### src/rtl/core/awwrc_pkg.sv
// ----------------------------------------------------------------------------
// awwrc_pkg
// Shared widths, constants and types of the adaptive write window controller.
// ----------------------------------------------------------------------------
package awwrc_pkg;

   // Counter and time widths
   localparam int COUNT_WIDTH = 32;
   localparam int TIME_WIDTH  = 48;

   // Field widths
   localparam int BB_W     = 25;
   localparam int TGT_W    = 40;
   localparam int KIB_W    = 32;
   localparam int BLK_W    = 21;
   localparam int ELA_W    = 48;
   localparam int HINT_W   = 56;
   localparam int SUMB_W   = 48;
   localparam int SUMT_W   = 56;
   localparam int CSR_IDX_W = 2;
   localparam int CSR_DAT_W = 40;

   // Datapath widths
   localparam int MUL_W   = 32;
   localparam int PROD_W  = 2 * MUL_W;
   localparam int NS_W    = 30;
   localparam int HB_W    = COUNT_WIDTH + BB_W;
   localparam int DVD_W   = HB_W + NS_W + 1;
   localparam int DLY_W   = TIME_WIDTH + 2;
   localparam int DVS_W   = DLY_W;
   localparam int KIB_SH  = 10;
   localparam int RATE_W  = KIB_W + KIB_SH;
   localparam int DR_W    = DLY_W + RATE_W;
   localparam int CNT_DIV_W = $clog2(DVD_W);

   // Stream word widths
   localparam int REQ_W = ((BLK_W + ELA_W + 7) / 8) * 8;
   localparam int RSP_BITS = 1 + 2 + COUNT_WIDTH + 1 + HINT_W + TIME_WIDTH + HINT_W
                             + SUMB_W + SUMT_W;
   localparam int RSP_W = ((RSP_BITS + 7) / 8) * 8;

   localparam logic [NS_W-1:0]        NS_PER_S   = NS_W'(1000000000);
   localparam logic [COUNT_WIDTH-1:0] COUNT_MAX  = {COUNT_WIDTH{1'b1}};
   localparam logic [TIME_WIDTH-1:0]  TIME_MAX   = {TIME_WIDTH{1'b1}};
   localparam logic [HINT_W-1:0]      HINT_MAX   = {HINT_W{1'b1}};
   localparam logic [SUMB_W-1:0]      SUMB_MAX   = {SUMB_W{1'b1}};
   localparam logic [SUMT_W-1:0]      SUMT_MAX   = {SUMT_W{1'b1}};

   // Register indexes
   localparam logic [CSR_IDX_W-1:0] REG_BLOCK_BYTES = 2'd0;
   localparam logic [CSR_IDX_W-1:0] REG_TARGET_NS   = 2'd1;
   localparam logic [CSR_IDX_W-1:0] REG_MAX_RATE    = 2'd2;

   typedef enum logic [1:0] {
      MODE_INC    = 2'd0,
      MODE_DEC    = 2'd1,
      MODE_SEARCH = 2'd2,
      MODE_STEADY = 2'd3
   } mode_type;

   typedef enum logic [3:0] {
      ST_IDLE, ST_LOAD, ST_HB, ST_BG0, ST_BG1, ST_SPD_GO, ST_SPD_W, ST_HINT,
      ST_DRI, ST_DR0, ST_DR1, ST_THR, ST_WAIT_W, ST_CTL, ST_REMI, ST_REMC
   } state_type;

endpackage

### src/rtl/core/awwrc_mul.sv
// ----------------------------------------------------------------------------
// awwrc_mul
// Shared 32 x 32 multiplier with a registered product.
// ----------------------------------------------------------------------------
module awwrc_mul
   import awwrc_pkg::*;
(
   input  logic              clock,
   input  logic [MUL_W-1:0]  mul_a,
   input  logic [MUL_W-1:0]  mul_b,
   output logic [PROD_W-1:0] mul_prod
);

   logic [PROD_W-1:0] prod_ff;

   // register the product every cycle
   always_ff @(posedge clock) begin
      prod_ff <= PROD_W'(mul_a) * PROD_W'(mul_b);
   end

   assign mul_prod = prod_ff;

endmodule

### config.mk
export PLATFORM = sky130hd
export DESIGN_NAME = awwrc_mul
export DESIGN_NICKNAME = d
export VERILOG_FILES = /design/src/rtl/core/awwrc_pkg.sv /design/src/rtl/core/awwrc_mul.sv
export SDC_FILE = /design/constraint.sdc
export NUM_CORES = 2
export LEC_CHECK = 0
export BUFFER_PORTS_ARGS = -buffer_cell sky130_fd_sc_hd__buf_2
export CORE_ASPECT_RATIO = 0.5
export CORE_MARGIN = 3
export CORE_UTILIZATION = 31
export CTS_BUF_LIST = sky130_fd_sc_hd__clkbuf_16
export DETAILED_ROUTE_END_ITERATION = 10
export GPL_TIMING_DRIVEN = 1
export PLACE_DENSITY_LB_ADDON = 0.05
export SETUP_SLACK_MARGIN = 0.5
export SLEW_MARGIN = 0
export SYNTH_ARGS = -nofsm -noshare
export SYNTH_HDL_FRONTEND = slang
export SYNTH_SLANG_ARGS = --single-unit
### constraint.sdc
create_clock -name clock -period 11.7 [get_ports clock]
set_input_delay 2.34 -clock clock [delete_from_list [all_inputs] [get_ports clock]]
set_output_delay 2.34 -clock clock [all_outputs]
set_load 0.03 [all_outputs]
==> Word-level counts from Yosys, hierarchy flattened <==
Cells that the tools add are included.
{ "totals": {"register_bits": 64, "latchBits": 0, "ram_bits": 0, "romBits": 0, "in_bits": 65, "output_inout_bits": 64, "wordCells": 2, "memories": 0} }
{ "classes": {"n_addsub": 0, "multipliers": 1, "n_div": 0, "magnitude_cmp": 0, "eq_ne": 0, "n_shift": 0, "n_mux": 0, "n_bitwise": 0, "reduce_logical": 0} }
{ "op_table": {"columns": ["op", "count"], "rows": [
  ["multiplier 32 x 32 -> 64 bit", 1]
]} }

==> Logic depth before layout (Yosys ltp) <==
{ "logic_depth": {"word_depth": 1, "ltp_mapped": 29, "mapped_depth_nobuf": 27} }

==> Worst setup path before layout <==
Ideal clock, no wire load.
{ "synth_path": {"path_type": "input to register", "start": "input port mul_a[25]", "end": "register prod_ff[62] (netlist: mul_prod[62])", "setup_ps": 72, "arrival_ps": 9021, "t_required_ps": 11628, "setup_slack_ps": 2607, "cell_stages": 25, "path_buffers": 2, "cell_sequence": "clkbuf_1 -> nand2_1 -> fa_1 -> inv_1 -> fa_1 -> inv_1 -> fa_1 -> inv_1 -> fa_1 -> fa_1 -> fa_1 -> fa_1 -> inv_1 -> fa_1 -> inv_1 -> ha_1 -> buf_2 -> nand4_1 -> or4_1 -> or3_1 -> a31oi_1 -> a31o_2 -> a211oi_1 -> o21ai_1 -> xor2_1"} }
{ "synth_via": {"elab_chain_cells": 1} }
{ "synth_rtl": {"columns": ["element", "line_no", "text"], "rows": [
  ["start, declared", "awwrc_mul.sv:9", "input logic [MUL_W-1:0] mul_a,"],
  ["multiplier 32 x 32 -> 64 bit", "awwrc_mul.sv:18", "prod_ff <= PROD_W'(mul_a) * PROD_W'(mul_b);"],
  ["end signal, assigned", "awwrc_mul.sv:18", null],
  ["end, declared", "awwrc_mul.sv:14", "logic [PROD_W-1:0] prod_ff;"]
]} }
No other way between the ends.

==> Worst setup path after layout <==
{ "layout_path": {"start": "input port mul_a[18]", "end": "register prod_ff[62] (netlist: mul_prod[62])"} }
The elaborated chain is that of the path after synthesis.

==> reports/summary.txt <==
total CTS buffers: 9
Routed WL: 110.1 mm
register area share after synthesis: 3.695%
synthesized instance count: 3748
hold crit path type: input pin to flip-flop
number of synthesized register bits: 64
share of cells above drive strength 1: 4.928%
IO buf count: 128
antenna violations before repair: 6
site row count: 86
DRT antenna net count: 0
DRC: 0
CTS tree: built
most frequent cells in the layout: fa_1 (896), inv_1 (865), and2_1 (602)
drt initial violations: 1056
vias in the first global route: 27410
Final setup viols: 0
RSZ-0062 raised after global routing: no
worst-path fanout max: 19
hold path depth: 2
die area: 0.1161 mm2
unique cell type count in the Yosys netlist: 57
Final Slew Violations: 0
WP data required: 12000 ps
postcts setup bufs: 0
clock buffer depth: 2
number of flip-flops under the largest register name: 64
Mean Syn Cell Area: 9.252 um2
Starting Density: 31.38%
CP Capture Type: flip-flop
total number of vias: 23980
syn nets: 4972
outcome: finished, final reports clean
number of enable flip-flop cells after synthesis: 0
synthesis warning total: 0
TritonCTS Sinks: 64
IO Pins: 129
CP arrival: 10420 ps
Worst-path clk slew: 60 ps
commonest non-fill, non-tap cell in the layout: fa_1
HP Start: mul_b[0]
H-tree Lvls: 3
Detailed Place HPWL: 89.90 mm
Die W: 479.0 um
Slew headroom: 27.99%
post-cts gate resize count: 0
gr usage total: 19.56%
Worst Hold End: mul_prod[0]$_DFF_P_
type of the worst setup path: input pin to flip-flop
slew of the pin with the lowest slew margin: 1080 ps
Setup TNS: 0 ps
Min Clock Period, post-route: 10110 ps
CTS Hold Bufs: 0
vias per inst: 4.619
core area: 0.1105 mm2
Post-Syn Area: 0.03468 mm2
Root Driver: clkbuf_16
final period utilization: 86.44%
routability congestion estimate: 0.8019
Max-cap violations: 0
Critical Path Source Type: input pin
largest net degree at the start of global routing: 33
total grt overflow: 0
ys async rst share: 0%
first-pass GRT wire length: 171.3 mm
ys flop type: dfxtp_1
drt wl/cell: 21.21 um
fmax: 98.88 MHz
Fin. Hold Viols: 0
die height: 242.5 um
synthesis-to-finish area growth: 6.127%
post-layout net count: 4912
DR pass1 iterations: 5
# fillers: 11680
-- worst max-delay path by stage --
stage / cells past startpoint / slack (ps) / endpoint / start
after detailed placement: 24 / 1230 / mul_prod[62]$_DFF_P_ / mul_a[18]
after global placement: 24 / 1260 / mul_prod[62]$_DFF_P_ / mul_a[18]
after CTS: 24 / 1620 / mul_prod[62]$_DFF_P_ / mul_a[18]
after floorplan: 25 / 2610 / mul_prod[62]$_DFF_P_ / mul_a[25]
after global routing: 25 / 1190 / mul_prod[62]$_DFF_P_ / mul_a[21]
final: 24 / 1590 / mul_prod[62]$_DFF_P_ / mul_a[18]
-- critical path, stage by stage --
cell,delay (ps)
buf_2,400
buf_4,420
nand2_1,140
fa_1,550
fa_1,550
inv_1,50
fa_1,480
fa_1,540
fa_1,590
fa_1,450
fa_1,490
inv_1,50
fa_1,480
inv_1,50
ha_1,460
nand4_1,320
or4_1,510
or3_1,420
a31oi_1,220
buf_4,210
a31o_2,230
a211oi_1,120
o21ai_1,170
xor2_1,140
-- layout make-up --
type	instances	area [um2]	share of cell area [%]
Antenna cell	3	7.507	0.02040
Clock buffer	9	225.2	0.6120
Clock inverter	7	55.05	0.1496
Inverter	865	3247	8.823
Multi-Input combinational cell	2599	29310	79.66
Sequential cell	64	1281	3.482
Tap cell	1496	1872	5.086
Timing Repair Buffer	149	798.3	2.169
-- per-stage QoR --
stage	area, um2	instances	util, %	worst slack [ps]	hold slack [ps]
6_report	36800	5192	33.30	1586	2525
5_1_grt	36790	5189	33.29	1188	2520
4_1_cts	36790	5189	33.29	1620	2498
3_5_place_dp	36510	5173	33.04	1235	2775
3_3_place_gp	36510	5173	33.04	1264	2775
2_1_floorplan	34680	3748	-	2607	2467
-- cell usage after synthesis (4+ instances only) --
library cell	n	area share [%]
a21o_1	40	0.87
a21oi_1	63	0.91
a221o_1	4	0.12
a31oi_1	12	0.22
and2_1	602	11
and3_1	14	0.25
buf_2	6	0.087
clkbuf_1	213	2.3
dfxtp_1	64	3.7
fa_1	896	52
ha_1	263	9.5
inv_1	865	9.4
nand2_1	480	5.2
nand3_1	10	0.14
nand4_1	23	0.41
nor2_1	20	0.22
nor3_1	7	0.10
o21a_1	9	0.19
o21ai_0	21	0.30
o21ai_1	5	0.072
o21bai_1	10	0.22
xnor2_1	35	0.88
xor2_1	25	0.63
-- logic make-up after synthesis --
logic type	count (synthesis)	synth area share, %
and+or+nand+nor	1177	17.62
xor gates and xnor gates	60	1.515
DFF	64	3.695
muxes	1	0.02887
adders and majority gates	1159	61.22
buffers and inverters	1085	11.77
AOI/OAI and AO/OA	202	4.153
-- per-layer routing --
layer / track usage [%] / routed length, um / vias up
met4: 2.887 / 1744 / 0
met3: 1.732 / 2697 / 83
met5: 0 / 0 / -
li1: - / - / 10720
met2: 35.02 / 56840 / 318
met1: 26.16 / 48820 / 12860
Power is not shown: default switching activity piles up to over one toggle a cycle in this logic, so the estimate is an artifact.
