==> src/rtl/core/awwrc_pkg.sv <==
// ----------------------------------------------------------------------------
// awwrc_pkg
// Shared widths, constants and types of the adaptive write window controller.
// ----------------------------------------------------------------------------
package awwrc_pkg;

   // Counter and time widths
   localparam int COUNT_WIDTH = 32;
   localparam int TIME_WIDTH  = 48;

   // Field widths
   localparam int BB_W     = 25;
   localparam int TGT_W    = 40;
   localparam int KIB_W    = 32;
   localparam int BLK_W    = 21;
   localparam int ELA_W    = 48;
   localparam int HINT_W   = 56;
   localparam int SUMB_W   = 48;
   localparam int SUMT_W   = 56;
   localparam int CSR_IDX_W = 2;
   localparam int CSR_DAT_W = 40;

   // Datapath widths
   localparam int MUL_W   = 32;
   localparam int PROD_W  = 2 * MUL_W;
   localparam int NS_W    = 30;
   localparam int HB_W    = COUNT_WIDTH + BB_W;
   localparam int DVD_W   = HB_W + NS_W + 1;
   localparam int DLY_W   = TIME_WIDTH + 2;
   localparam int DVS_W   = DLY_W;
   localparam int KIB_SH  = 10;
   localparam int RATE_W  = KIB_W + KIB_SH;
   localparam int DR_W    = DLY_W + RATE_W;
   localparam int CNT_DIV_W = $clog2(DVD_W);

   // Stream word widths
   localparam int REQ_W = ((BLK_W + ELA_W + 7) / 8) * 8;
   localparam int RSP_BITS = 1 + 2 + COUNT_WIDTH + 1 + HINT_W + TIME_WIDTH + HINT_W
                             + SUMB_W + SUMT_W;
   localparam int RSP_W = ((RSP_BITS + 7) / 8) * 8;

   localparam logic [NS_W-1:0]        NS_PER_S   = NS_W'(1000000000);
   localparam logic [COUNT_WIDTH-1:0] COUNT_MAX  = {COUNT_WIDTH{1'b1}};
   localparam logic [TIME_WIDTH-1:0]  TIME_MAX   = {TIME_WIDTH{1'b1}};
   localparam logic [HINT_W-1:0]      HINT_MAX   = {HINT_W{1'b1}};
   localparam logic [SUMB_W-1:0]      SUMB_MAX   = {SUMB_W{1'b1}};
   localparam logic [SUMT_W-1:0]      SUMT_MAX   = {SUMT_W{1'b1}};

   // Register indexes
   localparam logic [CSR_IDX_W-1:0] REG_BLOCK_BYTES = 2'd0;
   localparam logic [CSR_IDX_W-1:0] REG_TARGET_NS   = 2'd1;
   localparam logic [CSR_IDX_W-1:0] REG_MAX_RATE    = 2'd2;

   typedef enum logic [1:0] {
      MODE_INC    = 2'd0,
      MODE_DEC    = 2'd1,
      MODE_SEARCH = 2'd2,
      MODE_STEADY = 2'd3
   } mode_type;

   typedef enum logic [3:0] {
      ST_IDLE, ST_LOAD, ST_HB, ST_BG0, ST_BG1, ST_SPD_GO, ST_SPD_W, ST_HINT,
      ST_DRI, ST_DR0, ST_DR1, ST_THR, ST_WAIT_W, ST_CTL, ST_REMI, ST_REMC
   } state_type;

endpackage

==> src/rtl/core/awwrc_div.sv <==
// ----------------------------------------------------------------------------
// awwrc_div
// Restoring bit-serial divider, one quotient bit per cycle.
// ----------------------------------------------------------------------------
module awwrc_div
   import awwrc_pkg::*;
(
   input  logic             clock,
   input  logic             reset,
   input  logic             div_start,
   input  logic [DVD_W-1:0] div_dividend,
   input  logic [DVS_W-1:0] div_divisor,
   output logic             div_done,
   output logic [DVD_W-1:0] div_quot
);

   logic                 busy_ff;
   logic                 done_ff;
   logic [CNT_DIV_W-1:0] cnt_ff;
   logic [DVD_W-1:0]     quo_ff;
   logic [DVS_W-1:0]     rem_ff;
   logic [DVS_W-1:0]     dvs_ff;
   logic [DVS_W:0]       rem_sh;
   logic [DVS_W:0]       rem_diff;
   logic                 take;

   // shift in the next dividend bit and try the subtract
   assign rem_sh   = {rem_ff, quo_ff[DVD_W-1]};
   assign rem_diff = rem_sh - {1'b0, dvs_ff};
   assign take     = rem_sh >= {1'b0, dvs_ff};

   always_ff @(posedge clock) begin
      if (reset) begin
         busy_ff <= 1'b0;
         done_ff <= 1'b0;
         cnt_ff  <= '0;
      end else begin
         done_ff <= 1'b0;
         if (div_start) begin
            busy_ff <= 1'b1;
            cnt_ff  <= CNT_DIV_W'(DVD_W - 1);
         end else if (busy_ff) begin
            if (cnt_ff == '0) begin
               busy_ff <= 1'b0;
               done_ff <= 1'b1;
            end else begin
               cnt_ff <= cnt_ff - 1'b1;
            end
         end
      end
   end

   // quotient bits replace dividend bits from the bottom
   always_ff @(posedge clock) begin
      if (div_start) begin
         quo_ff <= div_dividend;
         rem_ff <= '0;
         dvs_ff <= div_divisor;
      end else if (busy_ff) begin
         quo_ff <= {quo_ff[DVD_W-2:0], take};
         rem_ff <= take ? rem_diff[DVS_W-1:0] : rem_sh[DVS_W-1:0];
      end
   end

   assign div_done = done_ff;
   assign div_quot = quo_ff;

endmodule

==> config.mk <==
export PLATFORM = sky130hd
export DESIGN_NAME = awwrc_div
export DESIGN_NICKNAME = d
export VERILOG_FILES = /design/src/rtl/core/awwrc_pkg.sv /design/src/rtl/core/awwrc_div.sv
export SDC_FILE = /design/constraint.sdc
export NUM_CORES = 1
export LEC_CHECK = 0
export BUFFER_PORTS_ARGS = -buffer_cell sky130_fd_sc_hd__buf_2
export CAP_MARGIN = 5
export CORE_AREA = 2 2 155 157
export DETAILED_ROUTE_END_ITERATION = 8
export DIE_AREA = 0 0 157 159
export GPL_TIMING_DRIVEN = 0
export PLACE_DENSITY_LB_ADDON = 0.3
export SLEW_MARGIN = 20
export SYNTH_ARGS = -nofsm -noshare
export SYNTH_HDL_FRONTEND = slang
export SYNTH_SLANG_ARGS = --single-unit
export TNS_END_PERCENT = 30
==> constraint.sdc <==
create_clock -name clock -period 3.12 [get_ports clock]
set_input_delay 0.156 -clock clock [delete_from_list [all_inputs] [get_ports clock]]
set_output_delay 0.156 -clock clock [all_outputs]
set_load 0.01 [all_outputs]
# Word level (Yosys, flattened, before mapping)
# Index checks and enable logic that the tools add are counted.
# word_totals
output_inout_bits	89
reg_bits	197
wordCells	29
in_bits	141
# classes
bitwise_logic	2
eq_ne	1
n_lt_le_gt_ge	1
n_mux	10
n_addsub	2
n_reduce_logical	6
# ops
operator	count
88-bit two-way mux	2
51-bit by 50-bit >= comparator with 1-bit output	1
50-bit two-way mux	1
50-bit subtractor	1
7-bit two-way mux	3
7-bit logical NOT	1
7-bit by 1-bit subtractor with 7-bit output (second input constant)	1
1-bit two-way mux	4
2-bit AND reduction	2
3-bit OR reduction	1
2-bit != test (second input constant)	1
1-bit inverter	2
2-bit nonzero test	1
2-bit OR reduction	1

# Longest topological paths before layout
# Gate-level depths: netlist (run 1).
# logic_depth
ltp_word	4
mapped_depth	14
depth_no_buf	13

# Worst setup path after synthesis (run 1)
# Ideal clock, no wire load.
# synth_timing
path_type	reg2reg
from	register quo_ff[87] (netlist: div_quot[87])
to	register rem_ff[42]
path_slack_ns	0.104
setup_ns	0.070
arrival_time_ns	2.946
synth_period_minus_slack_ns	3.016
n_path_buf	0
required_ns	3.050
path_stages_with_launch	14
cell_sequence	edfxtp_1 inv_1 ha_1 inv_1 fa_1 a211oi_1 o21ai_0 or3b_1 a21oi_2 a41oi_1 o22a_1 mux2_2 o31ai_1 o21bai_1
# synth_via
elab_chain_len	2
elab_cells_between_ends	3
cone_classes	add/sub (1); order compare (1); mux (1)
# synth_lines
item	line	rtl
start, declared	awwrc_div.sv:20	logic [DVD_W-1:0] quo_ff;
start signal, assigned	awwrc_div.sv:56	quo_ff <= div_dividend;
start signal, assigned	awwrc_div.sv:60	quo_ff <= {quo_ff[DVD_W-2:0], take};
50-bit subtractor or 51-bit by 50-bit >= comparator with 1-bit output (tied branches)	awwrc_div.sv:29, awwrc_div.sv:30	
50-bit two-way mux *	awwrc_div.sv:61	rem_ff <= take ? rem_diff[DVS_W-1:0] : rem_sh[DVS_W-1:0];
end signal, assigned	awwrc_div.sv:61	
end, declared	awwrc_div.sv:21	logic [DVS_W-1:0] rem_ff;
# Mark *: on every way between the ends. The rest lies on a longest branch, timed or not.
# A chain may end at the register's enable or synchronous reset.

# Worst setup path after layout (run 1)
# layout_timing
from	register dvs_ff[22]
to	register rem_ff[22]
# layout_via
elab_chain_len	2
elab_cells_between_ends	3
cone_classes	add/sub (1); order compare (1); mux (1)
# layout_lines
item	line	rtl
start, declared	awwrc_div.sv:22	logic [DVS_W-1:0] dvs_ff;
start signal, assigned	awwrc_div.sv:58	dvs_ff <= div_divisor;
50-bit subtractor or 51-bit by 50-bit >= comparator with 1-bit output (tied branches)	awwrc_div.sv:29, awwrc_div.sv:30	
50-bit two-way mux *	awwrc_div.sv:61	
# Marks and branches as above.

==> results of run 1 <==
## synthesized netlist by cell type (3+ instances only)
cell type / number / area [um2]
dfxtp_1: 59 / 1180
nor2b_1: 5 / 31.3
o21a_1: 6 / 45.0
a31oi_1: 6 / 37.5
o211ai_1: 7 / 52.6
o21ai_0: 44 / 220
ha_1: 52 / 651
a211oi_1: 37 / 278
clkbuf_1: 39 / 146
xor2_1: 21 / 184
nor3b_1: 3 / 22.5
or3_1: 4 / 25.0
a41oi_1: 3 / 26.3
a32oi_1: 5 / 43.8
inv_1: 69 / 259
nor4_1: 4 / 25.0
nand2_1: 70 / 263
or4_1: 3 / 22.5
a21boi_0: 6 / 45.0
a221oi_1: 4 / 35.0
mux2_2: 89 / 1000
a21o_1: 21 / 158
nand3_1: 14 / 70.1
nor2_1: 72 / 270
nor3_1: 12 / 60.1
nand4_1: 17 / 106
xnor2_1: 28 / 245
nand2b_1: 6 / 37.5
a21oi_1: 61 / 305
buf_2: 12 / 60.1
mux2i_1: 43 / 430
edfxtp_1: 138 / 4140
o21bai_1: 15 / 113
and3_1: 8 / 50.1
o31ai_1: 9 / 67.6
## state kept, by name, indices dropped and copies added (netlist names)
| register | cells |
|---|---|
| busy_ff | 1 |
| cnt_ff | 7 |
| rem_ff | 50 |
| div_quot | 88 |
| dvs_ff | 50 |
| div_done | 1 |
## worst max-delay path, cell delays in order (launching register included)
cell and delay (ns):
edfxtp_1 0.35, inv_2 0.05, ha_4 0.25, buf_6 0.10, and3_4 0.21, nand2_4 0.06
or4_4 0.50, a21oi_4 0.19, nor3_4 0.08, o31a_1 0.29, o21a_1 0.21, buf_2 0.18
buf_6 0.18, mux2i_1 0.19, o21ai_0 0.09
## final cells by class
cell class	instances	area [um2]	area share [%]
multi-input cells	705	5490	36.8
well taps	319	399	2.68
clock inverters	15	225	1.51
flip-flops and latches	197	5330	35.7
repair buffers	362	2490	16.7
inverters	70	265	1.78
clock buffers	17	425	2.85
plain buffers	52	295	1.98
diodes	1	2.50	0.0168
## metal layers
| layer | vias to the layer above | global-route usage (%) | share of wire, % |
|---|---|---|---|
| met1 | 4531 | 30.3 | 41 |
| met5 | - | 0 | 0 |
| met4 | 0 | 9.30 | 3.1 |
| li1 | 4551 | - | - |
| met3 | 73 | 5.69 | 6.4 |
| met2 | 372 | 43.8 | 50 |
## final timing paths
kind	from	to	slack, ns
max	dvs_ff[22]	rem_ff[22]	0.05
max reg2reg	dvs_ff[22]	rem_ff[22]	0.05
min	div_dividend[85]	div_quot[85]	0.009
min reg2reg	rem_ff[17]	rem_ff[17]	0.49
## cells by family (layout without fill, tap and decap cells)
kind of cell | Yosys count | count (layout) | share of synthesized area [%]
compound gates | 244 | 244 | 14.5
simple gates | 227 | 227 | 9.59
flops | 197 | 197 | 48.3
mux | 132 | 132 | 13.0
buf+inv | 126 | 516 | 4.63
fa+ha+maj | 53 | 53 | 6.09
xor+xnor | 49 | 49 | 3.90
other cells | 0 | 1 | 0
## metrics by stage
| stage | utilization (%) | cell area (um2) | instances | power (mW) | setup slack [ns] |
|---|---|---|---|---|---|
| 4_1_cts | 62.6 | 14500 | 1722 | 7.50 | -0.0389 |
| 3_5_place_dp | 54.4 | 12600 | 1577 | 4.94 | -0.371 |
| 2_1_floorplan | - | 11000 | 1028 | 4.39 | 0.104 |
| 6_report | 64.3 | 14900 | 1738 | 7.63 | 0.0472 |
| 3_3_place_gp | 54.1 | 12600 | 1575 | 4.90 | -1.81 |
| 5_1_grt | 64.3 | 14900 | 1738 | 7.96 | -0.0667 |
## power by group through the flow
stage / clock (mW) / combinational, mW / sequential, mW
6_report: 2.41 / 2.01 / 3.21
5_1_grt: 2.54 / 2.18 / 3.24
3_5_place_dp: 0 / 1.68 / 3.26
4_1_cts: 2.44 / 1.85 / 3.20
2_1_floorplan: 0 / 1.09 / 3.30
3_3_place_gp: 0 / 1.64 / 3.26
## timing repair
action                     4_1_cts  5_1_grt
pin swaps                       14       19
gates cloned                     0        3
setup buffers                    7       12
gates resized for setup         27       56
hold buffers                   108        2
setup endpoints to repair       49       49
hold endpoints to repair       108        2
==> reports/metrics.yaml, run 1 <==
avgSynthCellArea_um2: 10.7
cts.clk_slew.worst_paths_ns: 0.09
clock_path_buffers: 2
overflow: 0
period_share_pct: 98.5
die_h_um: 159
cts.sinks: 197
wl_per_cell_um: 18.5
cts_buffers: 17
pwr-share-clk_pct: 31.6
tritoncts: "built"
grt_pass1_wl_um: 49600
layout_min_cycle_time_ns: 3.07
ant_nets: 0
hpwl_um: 22200
layout_common_cells: "buf_2, edfxtp_1, dlygate4sd3_1"
grtUsageTotal_pct: 25.2
critPathMaxFanout: 10
reg2reg_depth: 14
vias: 9527
hp-class: "in -> reg"
synthArstFlopShare_pct: 0
dieWidth_um: 157
synth_cell_types: 61
clk_latency_ns: 0.47
synthCells: 1028
leakagePower_nw: 6.42
gp_congestion: 0.894
clock_skew_ns: 0.0164
drc: 0
critical_path_class: "reg -> reg"
initial_core_util_pct: 47.5
boundaryPins: 230
ys_ff_latch: 197
fin_nets: 1599
min_path_cells: 2
drtPass1Iterations: 6
end_kind: "register"
grt_max_degree: 61
synth_edf_count: 138
status: "finished clean"
num_rows: 56
worstPathArrival_ns: 3.39
whs_ns: 0.00856
maxCapViolCount: 0
hold_viol_final: 0
ir_drop_v: 0.000487
cts-root-buf: "clkbuf_16"
die-area_um2: 25000
p_switching_mw: 2.49
synth_nets: 1222
power_frac_comb_pct: 26.3
h-tree-depth: 4
syn_area_um2: 11000
cp.required_ns: 3.43
power.internal_mw: 5.14
nFillCells: 1836
pwr-share-seq_pct: 42.1
sw_frac_of_total_pct: 32.6
ys_warn_count: 0
drive_gt1_share_pct: 31.0
grt_pass1_vias: 9601
slew_violations: 0
final_common_cell: "buf_2"
setup_viol: 0
antenna_found_initial: 1
synth_flop_cell: "edfxtp_1"
fmax_ghz: 0.325
core_area_um2: 23200
max_slew_margin_pct: 41.9
wl_um: 32100
port_buffers: 228
critPathLaunchType: "register"
drt_iter0_markers: 622
vias_per_cell: 5.48
rsz0062_at_grt: "yes"
area_delta_synth_final_pct: 35.3
tightest_slew_ns: 0.871
fin_setup_tns_ns: 0
yosysSeqAreaShare_pct: 48.3
power.density_nw_per_um2: 511
(Power assumes the default switching activity.)
==> inputs of run 2 (changes only) <==
RECOVER_POWER = 100   (was not set)
==> run 2 against run 1 <==
Die area stayed put; clock skew about the same; non-clock buffer count did not move; maximum frequency barely moved; register-to-register slack about the same; design area fell by 0.98%; total power is 0.44% lower; worst hold slack got worse by 0.0025 ns.
==> reports/metrics.yaml, run 2 (synthesized netlist as in run 1, its figures left out) <==
hold_end: "div_quot[85]"
gp_congestion: 0.894  # unchanged
clock_skew_ns: 0.0164  # -0.0000136 ns
grt_pass1_vias: 9601  # unchanged
worstPathArrival_ns: 3.39  # about the same
hpwl_um: 22200  # unchanged
die-area_um2: 25000  # unchanged
ir_drop_v: 0.000488  # about the same
num_rows: 56  # unchanged
leakagePower_nw: 6.16  # -4.1%
cts.sinks: 197  # unchanged
wl_um: 32100  # about the same
ant_nets: 0  # unchanged
slew_violations: 0  # unchanged
min_from: "div_dividend[85]"
drc: 0  # unchanged
status: "finished clean"
layout_common_cells: "buf_2, edfxtp_1, clkbuf_1"
fmax_ghz: 0.325  # about the same
vias: 9540  # +0.14%
hold_viol_final: 0  # unchanged
reg2reg_to: "rem_ff[22]"
h-tree-depth: 4  # unchanged
wl_per_cell_um: 18.5  # about the same
clk_latency_ns: 0.47  # about the same
hp-class: "in -> reg"
critPathMaxFanout: 10  # unchanged
grt_max_degree: 61  # unchanged
fin_total_pwr_mw: 7.59  # -0.44%
min_path_cells: 2  # unchanged
grtUsageTotal_pct: 25.2  # unchanged
fin_setup_tns_ns: 0  # unchanged
area_delta_synth_final_pct: 34.0
initial_core_util_pct: 47.5  # unchanged
drtPass1Iterations: 5  # -1
maxCapViolCount: 0  # unchanged
setup_viol: 0  # unchanged
critical_path_class: "reg -> reg"
reg2reg_depth: 14  # unchanged
cts_buffers: 17  # unchanged
largest_reg_flops: 88  # unchanged
grt_pass1_wl_um: 49600  # unchanged
tritoncts: "built"
layout_min_cycle_time_ns: 3.08  # +0.00301 ns
finish.utilization_pct: 63.7  # -0.63 points
cts.clk_slew.worst_paths_ns: 0.09  # about the same
reg2reg_from: "dvs_ff[22]"
tightest_slew_ns: 1.45  # +0.583 ns
cts-root-buf: "clkbuf_16"
power.density_nw_per_um2: 514  # +0.55%
max_slew_margin_pct: 3.09  # -39 points
critPathLaunchType: "register"
end_kind: "register"
antenna_found_initial: 1  # unchanged
dieWidth_um: 157  # unchanged
cp.required_ns: 3.44  # about the same
rsz0062_at_grt: "yes"
fin_nets: 1599  # unchanged
overflow: 0  # unchanged
period_share_pct: 98.6  # about the same
core_area_um2: 23200  # unchanged
vias_per_cell: 5.49  # +0.14%
boundaryPins: 230  # unchanged
reg2reg_slack_ns: 0.04  # about the same
port_buffers: 228  # unchanged
drt_iter0_markers: 658  # +5.8%
clock_path_buffers: 2  # unchanged
die_h_um: 159  # unchanged
drive_gt1_share_pct: 24.5  # -6.5 points
final_common_cell: "buf_2"
## run 2: cell count changes in the layout (fill, tap and decap cells not counted), sizes merged
cell	previous run	this run
buf	263	173
clkbuf	58	148
## run 2: cell type report
class	count	area [um2]
Antenna cell	1	2.50
Multi-Input combinational cell	705	5490
Tap cell	319	399
Buffer	52	295
Clock inverter	15	225
Inverter	70	263
Clock buffer	17	425
Sequential cell	197	5330
Timing Repair Buffer	362	2340
Fill cell	1888	8430
## run 2: report_power, final
| group | switching, mW | internal (mW) |
|---|---|---|
| Sequential | 0.142 | 3.08 |
| Clock | 1.27 | 1.14 |
| Combinational | 1.08 | 0.886 |
| Total | 2.49 | 5.10 |
## run 2: how the worst max path moves through the flow
stage            startpoint           end  slack (ns)  cells after the start
3_3_place_gp      div_start  div_quot[76]       -1.81                      5
5_1_grt          dvs_ff[22]    rem_ff[36]       -0.07                     14
3_5_place_dp     dvs_ff[17]    rem_ff[44]       -0.37                     12
2_1_floorplan  div_quot[87]    rem_ff[42]        0.10                     13
6_report         dvs_ff[22]    rem_ff[22]        0.04                     14
4_1_cts        div_quot[87]    rem_ff[46]       -0.04                     14
## run 2: worst max-delay path, cell delays in order, from the launching register on
cell	delay (ns)
edfxtp_1	0.36
inv_2	0.05
ha_4	0.25
buf_6	0.10
and3_4	0.21
nand2_4	0.06
or4_4	0.50
a21oi_4	0.19
nor3_4	0.08
o31a_1	0.29
o21a_1	0.21
buf_2	0.18
buf_6	0.18
mux2i_1	0.19
o21ai_0	0.09
## run 2: routing by layer
metal,GRT usage [%],share of wire (%)
met5,0,0
met2,43.8,50
met1,30.3,41
met4,9.30,2.7
met3,5.69,6.0
## run 2: through the flow
stage               hold slack (ns)  area (um2)  std cells  worst slack, ns
CTS                        0.000517       14500       1722          -0.0389
floorplan                     0.255       11000       1028            0.104
detailed placement            0.334       12600       1577           -0.371
global route               0.000954       14800       1738          -0.0667
finish                      0.00601       14800       1738           0.0442
global placement              0.334       12600       1575            -1.81
## run 2: timing repair
item,4_1_cts,5_1_grt
endpoints found under the hold margin,108,2
buffers inserted,7,12
pin swaps,14,19
setup endpoints to repair,49,49
gates cloned,0,3
hold buffers,108,2
resized for setup,27,56
==> inputs of run 3 (changes only) <==
ABC_AREA = 1   (was not set)
CORE_AREA = 2 2 165 167   (was 2 2 155 157)
DIE_AREA = 0 0 167 169   (was 0 0 157 159)
==> run 3 against run 2 <==
Combinational power down 49%; non-clock buffer count down 6; die area up 13%; register-to-register slack gained 0.36 ns; clock power barely moved; critical path depth fell by 7.
==> reports/metrics.yaml, run 3 <==
status: "finished clean"
pwr-share-clk_pct: 37.0  # +5.3 points
synth_xor_area_share_pct: 1.81  # -2.1 points
fin_nets: 2408  # +51%
final_common_cell: "nand2_1"
cp.required_ns: 3.46  # +0.02 ns
cts_setup_buffers: 0  # -7
power_frac_comb_pct: 15.3  # -11 points
reg2reg_slack_ns: 0.40  # +0.36 ns
ys_warn_count: 0  # unchanged
cts_buffers: 17  # unchanged
pwr-share-seq_pct: 47.7  # +5.3 points
layout_min_cycle_time_ns: 2.74  # -0.340 ns
whs_ns: 0.00982  # +0.00381 ns
leakagePower_nw: 8.33  # +35%
vias_per_cell: 4.95  # -9.7%
ant_nets: 0  # unchanged
yosys.area.top_type: "edfxtp_1"
drtPass1Iterations: 5  # unchanged
clock_path_buffers: 2  # unchanged
multi_input_area_um2: 5760  # +5.1%
synth_nets: 2025  # +66%
reg2reg_depth: 14  # unchanged
synth_compound_area_share_pct: 3.38  # -11 points
synth_most_common_cell: "nand2_1"
synth_area_leaders: "edfxtp_1, nand2_1, inv_1"
reg2reg_from: "dvs_ff[16]"
drc: 0  # unchanged
ys_ff_latch: 197  # unchanged
synth_edf_count: 138  # unchanged
antenna_cells: 0  # -1
synthSimpleGateAreaFrac_pct: 35.4  # +26 points
nFillCells: 2500  # +32%
worstPathArrival_ns: 3.08  # -0.31 ns
hpwl_um: 29800  # +34%
wl_per_cell_um: 15.7  # -15%
drive_gt1_share_pct: 9.61  # -15 points
finish.utilization_pct: 60.5  # -3.1 points
synth_common_cells: "nand2_1, inv_1, nand3_1"
p_switching_mw: 1.99  # -20%
grt_pass1_wl_um: 63100  # +27%
cts.sinks: 197  # unchanged
synthArstFlopShare_pct: 0  # unchanged
fin_setup_tns_ns: 0  # unchanged
max_slew_margin_pct: 6.38  # +3.3 points
die-area_um2: 28200  # +13%
reg2reg_to: "rem_ff[30]"
grt_max_degree: 88  # +44%
area_delta_synth_final_pct: 27.5
drt_iter0_markers: 1092  # +66%
overflow: 0  # unchanged
end_kind: "register"
power.internal_mw: 4.55  # -11%
core_area_um2: 26500  # +14%
hp-class: "in -> reg"
num_rows: 60  # +7.1%
tritoncts: "built"
slew_violations: 0  # unchanged
h-tree-depth: 4  # unchanged
sw_frac_of_total_pct: 30.4  # -2.4 points
largest_reg_flops: 88  # unchanged
clk_latency_ns: 0.45  # -0.02 ns
synthCells: 1831  # +78%
grtUsageTotal_pct: 28.3  # +3.1 points
ir_drop_v: 0.000378  # -22%
min_path_cells: 3  # +1
dp_cells: 2402  # +52%
synth_mux_area_share_pct: 0  # -13 points
synthAdderAreaFrac_pct: 5.33  # -0.76 points
critPathLaunchType: "input port"
gp_congestion: 0.977  # +9.3%
antenna_found_initial: 0  # -1
vias: 12722  # +33%
power.density_nw_per_um2: 408  # -21%
netlist.area_leader.share_pct: 32.9  # -4.7 points
min_from: "div_dividend[9]"
fmax_ghz: 0.366  # +12%
port_buffers: 229  # +0.44%
syn_area_um2: 12600  # +14%
die_h_um: 169  # +6.3%
yosysSeqAreaShare_pct: 42.3  # -6.0 points
rsz0062_at_grt: "no"
dieWidth_um: 167  # +6.4%
period_share_pct: 87.7  # -11 points
initial_core_util_pct: 47.5  # about the same
cts.clk_slew.worst_paths_ns: 0.08  # about the same
avgSynthCellArea_um2: 6.87  # -36%
synth_flop_cell: "edfxtp_1"
wl_um: 40200  # +25%
synth_cell_types: 36  # -41%
critical_path_class: "in -> reg"
maxCapViolCount: 0  # unchanged
setup_viol: 0  # unchanged
boundaryPins: 230  # unchanged
tightest_slew_ns: 1.40  # -0.0493 ns
hold_viol_final: 0  # unchanged
cts-root-buf: "clkbuf_16"
grt_pass1_vias: 12233  # +27%
seq_area_um2: 5330  # unchanged
layout_common_cells: "nand2_1, inv_1, nand3_1"
clock_skew_ns: 0.0253  # +0.00889 ns
instances_no_fill: 2568  # +48%
synth_top_family_by_area: "simple AND/OR/NAND/NOR gates"
hold_end: "div_quot[9]"
critPathMaxFanout: 52  # +42
run 3: cell count changes in the layout (fill, tap and decap cells not counted), moves of 33 or more:
cell,previous run,this run
inv_1,68,325
mux2_2,88,0
mux2i_1,38,0
nand2_1,68,793
nand3_1,12,152
nor2_1,72,105
run 3: what timing repair did:
action                                 in CTS  in global routing
gates resized for setup                     0                  0
hold buffers                              134                  0
endpoints found under the hold margin     137                  0
run 3: logic make-up after synthesis:
| family | Yosys count |
|---|---|
| XOR/XNOR | 26 |
| buffers and inverters | 382 |
| AND/OR/NAND/NOR | 1095 |
| flip-flops | 197 |
| adder cells (fa/ha/maj) | 53 |
| AO/OA/AOI/OAI | 78 |
run 3: power by group through the flow:
stage	clock network [mW]	logic, mW	registers (mW)
6_report	2.42	0.998	3.12
5_1_grt	2.56	1.10	3.14
4_1_cts	2.45	1.01	3.11
3_5_place_dp	0	0.880	3.16
3_3_place_gp	0	0.856	3.17
2_1_floorplan	0	0.435	3.21
run 3: worst max-delay path by stage:
stage | start | endpoint | slack [ns]
after floorplan | busy_ff | div_quot[0] | 0.83
after global placement | div_start | div_quot[32] | -1.16
after detailed placement | div_start | cnt_ff[1] | 0.48
after CTS | dvs_ff[16] | rem_ff[30] | 0.50
after global routing | dvs_ff[14] | rem_ff[30] | 0.15
final | div_start | cnt_ff[1] | 0.38
run 3: area by class of cell:
class                   instances  share of cell area [%]
clock inverters                15                    1.26
flip-flops and latches        197                    33.2
plain buffers                  44                    1.40
clock buffers                  17                    2.65
well taps                     341                    2.66
inverters                     338                    7.91
multi-input cells            1252                    35.9
repair buffers                364                    15.0
run 3: metal layers:
metal  track usage [%]  vias up  part of all wire [%]
met4              8.77        0                   2.9
met1              36.9     5786                    43
met3              4.26       69                   6.6
li1                  -     6400                     -
met5                 0        -                     0
met2              48.7      467                    47
run 3: per-stage QoR:
step | cell area [um2] | worst slack [ns] | power (mW)
6_report | 16000 | 0.384 | 6.54
5_1_grt | 16000 | 0.152 | 6.80
4_1_cts | 16200 | 0.496 | 6.57
3_3_place_gp | 14200 | -1.16 | 4.03
3_5_place_dp | 14200 | 0.476 | 4.04
2_1_floorplan | 12600 | 0.835 | 3.65
run 3: worst max-delay path, stage by stage:
cell and delay [ns]:
clkbuf_2 0.74, clkbuf_1 0.53, nor2_1 0.72, clkbuf_1 0.60, nand3_1 0.16, nand3_1 0.11, inv_1 0.04
